$ cat src/design/ssa_pkg.sv
package ssa_pkg;

  localparam logic [7:0] OPC_WRITE = 8'h02;
  localparam logic [7:0] OPC_READ  = 8'h03;
  localparam logic [7:0] FILL_BYTE = 8'hFF;
  localparam logic [7:0] ZERO_BYTE = 8'h00;

  localparam logic KIND_READ  = 1'b0;
  localparam logic KIND_WRITE = 1'b1;

  // frame is five bytes; slot index needs three bits
  localparam int FRAME_LEN = 5;
  localparam int SLOT_W    = 3;
  localparam logic [SLOT_W-1:0] LAST_SLOT = 3'd4;
  localparam int BIT_W     = 3;
  localparam logic [BIT_W-1:0] LAST_BIT = 3'd7;

  localparam logic [7:0] DIV_RESET = 8'd16;
  localparam logic [7:0] DIV_MIN   = 8'd2;

  // two-entry queue between front and back; pointers wrap naturally
  localparam int QUEUE_DEPTH = 2;
  localparam int QPTR_W      = 1;
  localparam int QCNT_W      = 2;

  typedef struct packed {
    logic [FRAME_LEN-1:0][7:0] bytes;     // bytes[0] goes out first
    logic                      is_read;
    logic [7:0]                returned;  // slave byte for the last slot
  } frame_t;

  typedef struct packed {
    logic full;
    logic empty;
  } q_status_t;

  typedef enum logic {
    BK_IDLE,
    BK_SHIFT
  } back_state_t;

endpackage

$ cat src/design/ssa_front.sv
module ssa_front (
  input  logic           kind,
  input  logic [15:0]    address,
  input  logic [7:0]     write_value,
  input  logic [7:0]     returned_byte,
  output ssa_pkg::frame_t frame
);

  logic is_write;

  always_comb begin
    is_write       = (kind == ssa_pkg::KIND_WRITE);
    frame.bytes[0] = is_write ? ssa_pkg::OPC_WRITE : ssa_pkg::OPC_READ;
    frame.bytes[1] = ssa_pkg::ZERO_BYTE;
    frame.bytes[2] = address[15:8];
    frame.bytes[3] = address[7:0];
    frame.bytes[4] = is_write ? write_value : ssa_pkg::FILL_BYTE;
    frame.is_read  = !is_write;
    frame.returned = returned_byte;
  end

endmodule

$ cat src/design/ssa_fifo.sv
module ssa_fifo (
  input  logic                 clk,
  input  logic                 rst,
  input  logic                 push,
  input  ssa_pkg::frame_t      push_frame,
  input  logic                 pop,
  output ssa_pkg::frame_t      head,
  output ssa_pkg::q_status_t   status
);

  ssa_pkg::frame_t                  entries [ssa_pkg::QUEUE_DEPTH];
  logic [ssa_pkg::QPTR_W-1:0]       wr_ptr;
  logic [ssa_pkg::QPTR_W-1:0]       rd_ptr;
  logic [ssa_pkg::QCNT_W-1:0]       count;

  always_ff @(posedge clk) begin
    if (rst) begin
      wr_ptr <= '0;
      rd_ptr <= '0;
      count  <= '0;
    end else begin
      if (push) wr_ptr <= wr_ptr + 1'b1;
      if (pop)  rd_ptr <= rd_ptr + 1'b1;
      count <= count + ssa_pkg::QCNT_W'(push) - ssa_pkg::QCNT_W'(pop);
    end
  end

  always_ff @(posedge clk) begin
    if (push) entries[wr_ptr] <= push_frame;
  end

  assign head         = entries[rd_ptr];
  assign status.full  = (count == ssa_pkg::QCNT_W'(ssa_pkg::QUEUE_DEPTH));
  assign status.empty = (count == '0);

endmodule

$ cat src/design/ssa_back.sv
module ssa_back (
  input  logic               clk,
  input  logic               rst,
  input  logic [7:0]         div,
  input  ssa_pkg::frame_t    head,
  input  ssa_pkg::q_status_t q_status,
  output logic               pop,
  output logic               strobe,
  output logic [7:0]         mosi_byte,
  output logic               last_byte,
  output logic [7:0]         read_data
);

  ssa_pkg::back_state_t          state, state_next;
  ssa_pkg::frame_t               frame;
  logic [ssa_pkg::SLOT_W-1:0]    slot;
  logic [ssa_pkg::BIT_W-1:0]     bit_idx;
  logic [7:0]                    cnt;
  logic [7:0]                    rx;

  logic [7:0] period;
  logic       bit_end, byte_end, frame_end, miso_bit;

  always_comb begin
    period    = (div < ssa_pkg::DIV_MIN) ? ssa_pkg::DIV_MIN : div;
    bit_end   = (state == ssa_pkg::BK_SHIFT) && (cnt == period - 8'd1);
    byte_end  = bit_end && (bit_idx == ssa_pkg::LAST_BIT);
    frame_end = byte_end && (slot == ssa_pkg::LAST_SLOT);
    // slave drives data only in the last slot of a read, MSB first
    miso_bit  = (frame.is_read && slot == ssa_pkg::LAST_SLOT) ?
                frame.returned[~bit_idx] : 1'b0;
  end

  always_comb begin
    state_next = state;
    unique case (state)
      ssa_pkg::BK_IDLE: begin
        if (!q_status.empty) state_next = ssa_pkg::BK_SHIFT;
      end
      ssa_pkg::BK_SHIFT: begin
        if (frame_end && q_status.empty) state_next = ssa_pkg::BK_IDLE;
      end
      default: state_next = ssa_pkg::BK_IDLE;
    endcase
  end

  always_comb begin
    pop = 1'b0;
    unique case (state)
      ssa_pkg::BK_IDLE:  pop = !q_status.empty;
      ssa_pkg::BK_SHIFT: pop = frame_end && !q_status.empty;
      default:           pop = 1'b0;
    endcase
  end

  always_ff @(posedge clk) begin
    if (rst) begin
      state   <= ssa_pkg::BK_IDLE;
      strobe  <= 1'b0;
      slot    <= '0;
      bit_idx <= '0;
      cnt     <= '0;
    end else begin
      state  <= state_next;
      strobe <= byte_end;
      if (pop) begin
        slot    <= '0;
        bit_idx <= '0;
        cnt     <= '0;
      end else if (state == ssa_pkg::BK_SHIFT) begin
        if (bit_end) begin
          cnt     <= '0;
          bit_idx <= bit_idx + 1'b1;
          if (byte_end) slot <= slot + 1'b1;
        end else begin
          cnt <= cnt + 8'd1;
        end
      end
    end
  end

  always_ff @(posedge clk) begin
    if (pop) frame <= head;
    if (pop) begin
      rx <= '0;
    end else if (bit_end) begin
      rx <= {rx[6:0], miso_bit};
    end
    if (byte_end) begin
      mosi_byte <= frame.bytes[slot];
      last_byte <= (slot == ssa_pkg::LAST_SLOT);
      read_data <= {rx[6:0], miso_bit};
    end
  end

endmodule

$ cat src/design/spi_serial_sram_access.sv
// SPI master for one-byte serial SRAM accesses. Each accepted beat
// (start high while busy is low) becomes a five-byte frame: command (0x02
// write, 0x03 read), a zero byte, address high, address low, then the data
// byte on a write or 0xFF on a read. One result beat per frame byte is shown
// for exactly one cycle with strobe high; the receiver cannot stall it, so
// sample every strobe. last_byte marks the fifth byte; read_data carries the
// captured slave byte on the fifth byte of a read and is zero otherwise. The
// bit shifter in the back end times each bit from clock_divider (values
// below 2 run as 2; the reset value is 16). A two-beat queue sits in front
// of the shifter, so busy rises only when two accesses are already waiting;
// write clock_divider only while idle.
module spi_serial_sram_access (
  input  logic        clk,
  input  logic        rst,
  // access request
  input  logic        start,
  output logic        busy,
  input  logic        kind,
  input  logic [15:0] address,
  input  logic [7:0]  write_value,
  input  logic [7:0]  returned_byte,
  // divider register
  input  logic        clock_divider_we,
  input  logic [7:0]  clock_divider_wdata,
  // result beats
  output logic        strobe,
  output logic [7:0]  mosi_byte,
  output logic        last_byte,
  output logic [7:0]  read_data
);

  logic [7:0]          clock_divider;
  logic                accept;
  logic                pop;
  ssa_pkg::frame_t     new_frame;
  ssa_pkg::frame_t     head;
  ssa_pkg::q_status_t  q_status;

  // divider is stored as written; back end clamps for timing
  always_ff @(posedge clk) begin
    if (rst) begin
      clock_divider <= ssa_pkg::DIV_RESET;
    end else if (clock_divider_we) begin
      clock_divider <= clock_divider_wdata;
    end
  end

  assign busy   = q_status.full;
  assign accept = start && !busy;

  // front: build the frame bytes from the request
  ssa_front u_front (
    .kind          (kind),
    .address       (address),
    .write_value   (write_value),
    .returned_byte (returned_byte),
    .frame         (new_frame)
  );

  // queue decouples request side from the shifter
  ssa_fifo u_fifo (
    .clk        (clk),
    .rst        (rst),
    .push       (accept),
    .push_frame (new_frame),
    .pop        (pop),
    .head       (head),
    .status     (q_status)
  );

  // back: shift each frame out bit by bit, one result beat per byte
  ssa_back u_back (
    .clk       (clk),
    .rst       (rst),
    .div       (clock_divider),
    .head      (head),
    .q_status  (q_status),
    .pop       (pop),
    .strobe    (strobe),
    .mosi_byte (mosi_byte),
    .last_byte (last_byte),
    .read_data (read_data)
  );

endmodule

$ cat config.mk
export PLATFORM = sky130hd
export DESIGN_NAME = spi_serial_sram_access
export DESIGN_NICKNAME = d
export VERILOG_FILES = /design/src/design/ssa_pkg.sv /design/src/design/ssa_front.sv /design/src/design/ssa_fifo.sv /design/src/design/ssa_back.sv /design/src/design/spi_serial_sram_access.sv
export SDC_FILE = /design/constraint.sdc
export NUM_CORES = 1
export LEC_CHECK = 0
export BUFFER_PORTS_ARGS = -buffer_cell sky130_fd_sc_hd__buf_2
export CORE_MARGIN = 2
export CORE_UTILIZATION = 61
export CTS_BUF_LIST = sky130_fd_sc_hd__clkbuf_8
export DETAILED_ROUTE_END_ITERATION = 7
export PLACE_DENSITY = 0.89
export SLEW_MARGIN = 5
export SYNTH_ARGS = -nofsm -noshare
export SYNTH_HDL_FRONTEND = slang
export SYNTH_SLANG_ARGS = --single-unit
$ cat constraint.sdc
create_clock -name clk -period 5.1 [get_ports clk]
set_input_delay 1.02 -clock clk [delete_from_list [all_inputs] [get_ports clk]]
set_output_delay 1.02 -clock clk [all_outputs]
set_load 0.05 [all_outputs]
==> impl_metrics.csv <==
group,metric,value,unit
sta,finalCriticalPeriod,4.027,ns
grt,track_usage,0.2077,
floorplan,dieArea,10780,um2
route,wl_per_cell,16.75,um
floorplan,initial_core_util,0.6249,
placed_design,gp_congestion,0.8465,
route,wl,10650,um
power_and_ir_drop,ir_drop,0.4378,mV
sta,skew,0.01577,ns
setup_path,crit_path_start_kind,"flip-flop",
yosys,synth.distinct_cells,50,
yosys,yosysWarnings,0,
power_and_ir_drop,power_density,448.0,nW/um2
clock_tree,cts.hold.buffers_added,0,
route,drt_iter0_markers,154,
sta,slew-limit-headroom,0.2973,
yosys,synth_seq_area_share,0.6882,
yosys,netlist.area_leader.share,0.5730,
job,drv_cap,0,
grt,grt.overflow.total,0,
min_path,min_path_type,"flip-flop to flip-flop",
yosys,synth_area,6080,um2
clock_tree,cts_resized,0,
sta,drv_slew,0,
yosys,synth_top_cell_by_area,"edfxtp_1",
route,ant_nets,0,
route,firstDrtPassIters,5,
final_layout,n_fill_cell,649,
grt,first_global_vias,3666,
outcome,status,"finished clean",
final_layout,area_growth,14.08,%
sta,hold_violations,0,
final_layout,nets,543,
floorplan,die_x,103.8,um
clock_tree,clock-sinks,151,
final_layout,antenna_cells,0,
yosys,avgSynthCellArea,14.51,um2
clock_tree,clock-root-buffer,"clkbuf_8",
sta,fin_crit_sh,0.7895,
setup_path,cp-end-kind,"flip-flop",
route,drc_errors,0,
placed_design,port_buffers,63,
clock_tree,clockBufferDepth,2,
clock_tree,cts_tree,"done",
setup_path,critical_path_class,"flip-flop to flip-flop",
final_layout,multi_input_area,1787,um2
power_and_ir_drop,total_power,3.107,mW
clock_tree,htreeDepth,4,
final_layout,regArea,4184,um2
grt,grt_max_degree,42,
grt,grt_pass1_wl,17450,um
yosys,synth_nets,472,
setup_path,required,5.42,ns
sta,rsz0062_at_grt,"no",
clock_tree,postCtsSetupRepairBufs,0,
floorplan,core_area,9729,um2
clock_tree,clk_latency,0.45,ns
route,vias,3580,
sta,setup_viol_count_final,0,
clock_tree,numCtsBuffers,17,
clock_tree,clk_pin_slew_worst_paths,0.08,ns
floorplan,die_h,103.8,um
sta,max_freq,248.4,MHz
setup_path,cp.arrival,4.35,ns
grt,antenna_found_initial,0,
sta,tightest_slew,1.047,ns
sta,tns,0,ns
floorplan,num_rows,36,
yosys,synthCells,419,
power_and_ir_drop,p_leak,2.451,nW
route,viasPerCell,5.629,
setup_path,timing.critical_path.fanout_max,14,
floorplan,ios,64,
yosys,synth_seq_cells,151,
placed_design,dp_hpwl,6867,um
final_layout,drive_gt1_frac,0.2903,
yosys,synth.area.top_cells,"edfxtp_1 57%, dfxtp_1 12%, mux2_2 6.1%",
[metrics by stage]
stage               setup WS, ns  instance area (um2)  hold slack (ns)  utilization  std cells
floorplan                  1.293                 6080           0.4048            -        419
detailed placement         1.221                 6535           0.4193       0.6717        604
CTS                        1.090                 6935           0.4386       0.7128        636
global route              0.6330                 6935           0.4573       0.7128        636
global placement           1.472                 6535           0.4182       0.6717        604
finish                     1.073                 6935           0.4404       0.7128        636
[final timing paths]
| check | slack, ns | cells after the start | from | endpoint |
|---|---|---|---|---|
| setup / recovery | 1.07 | 15 | clock_divider[2] | u_fifo.count[1] |
| setup reg to reg | 1.07 | 15 | clock_divider[2] | u_fifo.count[1] |
| hold reg to reg | 0.44 | 0 | u_back.rx[6] | u_back.read_data[7] |
| hold / removal | 0.44 | 0 | u_back.rx[6] | u_back.read_data[7] |
[cell type report]
class / count / area share
clock buffers: 17 / 0.03374
flip-flops and latches: 151 / 0.6033
well taps: 133 / 0.02399
inverters: 12 / 0.006495
multi-input cells: 240 / 0.2576
repair buffers: 68 / 0.05087
clock inverters: 15 / 0.02399
[worst max-delay path: stages, from the launching register on]
cell	delay, ns
dfxtp_1	0.39
nor4_4	0.49
nand2_1	0.10
o21ai_0	0.27
ha_1	0.31
nor3b_1	0.25
xnor2_1	0.14
a2111oi_4	0.46
o21a_1	0.48
a21o_1	0.21
ha_1	0.23
inv_1	0.06
ha_1	0.15
xor2_1	0.17
xnor2_1	0.13
nor2_1	0.06
[flip-flops by register name (all words and copies together) (netlist names), 2 cells and up]
signal            flops
u_fifo.entries       66
u_back.frame         33
clock_divider         8
u_back.cnt            8
u_back.mosi_byte      8
u_back.read_data      8
u_back.rx             7
u_back.bit_idx        3
u_back.slot           3
u_fifo.count          2
[cell families (layout without fill, tap and decap cells)]
family	after synthesis	after routing	synth area share
compound gates	61	61	0.06360
xor+xnor	17	17	0.02449
fa+ha+maj	8	8	0.01646
buf+inv	28	112	0.01914
flops	151	151	0.6882
mux	50	50	0.09405
simple gates	104	104	0.09405
[cells in the mapped netlist, drive strengths merged]
| cell | n |
|---|---|
| edfxtp | 116 |
| dfxtp | 35 |
| mux2 | 34 |
| o21ai | 21 |
| a21oi | 20 |
| nand2 | 20 |
| nor2 | 20 |
| mux2i | 14 |
| nor3 | 13 |
| inv | 12 |
| nand3 | 12 |
| nand2b | 11 |
| clkbuf | 10 |
| xor2 | 9 |
| ha | 8 |
| xnor2 | 8 |
| buf | 6 |
| nor4 | 5 |
| a21o | 4 |
| and3 | 4 |
| nor2b | 4 |
| nand4 | 3 |
| o21a | 3 |
| o31ai | 3 |
| or2 | 3 |
| a2111oi | 2 |
| and2 | 2 |
| mux4 | 2 |
| or3 | 2 |
| or4 | 2 |
| a211o | 1 |
| a221oi | 1 |
| a31o | 1 |
| a31oi | 1 |
| a41oi | 1 |
| nand3b | 1 |
| nand4bb | 1 |
| nor3b | 1 |
| o2111ai | 1 |
| o211ai | 1 |
| o22ai | 1 |
[routing by layer]
| metal | vias to the layer above | GRT usage | part of all wire |
|---|---|---|---|
| met2 | 117 | 0.3539 | 0.52 |
| met5 | - | 0 | 0 |
| met4 | 0 | 0.08591 | 0.017 |
| met1 | 1741 | 0.2487 | 0.41 |
| li1 | 1705 | - | - |
| met3 | 17 | 0.05979 | 0.050 |
[where the power goes]
part | switching, mW | total (mW) | leakage [nW] | internal [mW]
Sequential | 0.0744 | 1.66 | 1.36 | 1.59
Clock | 0.466 | 0.911 | 0.205 | 0.445
Combinational | 0.310 | 0.536 | 0.890 | 0.226
Total | 0.851 | 3.11 | 2.45 | 2.26
[placed cells by master (no fill, tap or decap), types with 2 or more instances in the layout]
cell type	n
ha_1	8
inv_6	5
nand2b_1	11
xor2_1	9
o31ai_1	2
o21a_1	3
a21o_1	4
clkbuf_8	17
nor3_1	12
nor2_1	19
dfxtp_1	35
and3_1	4
nor2b_1	4
mux4_2	2
inv_1	13
nand4_1	3
and2_1	2
xnor2_1	8
buf_2	63
buf_4	5
or2_2	3
nor4_1	3
clkinv_4	4
or4_1	2
a21oi_1	20
mux2i_1	14
nand2_1	20
edfxtp_1	116
o21ai_0	11
o21ai_1	10
bufinv_16	2
nand3_1	11
or3_1	2
mux2_2	33
(Power assumes the default switching activity.)
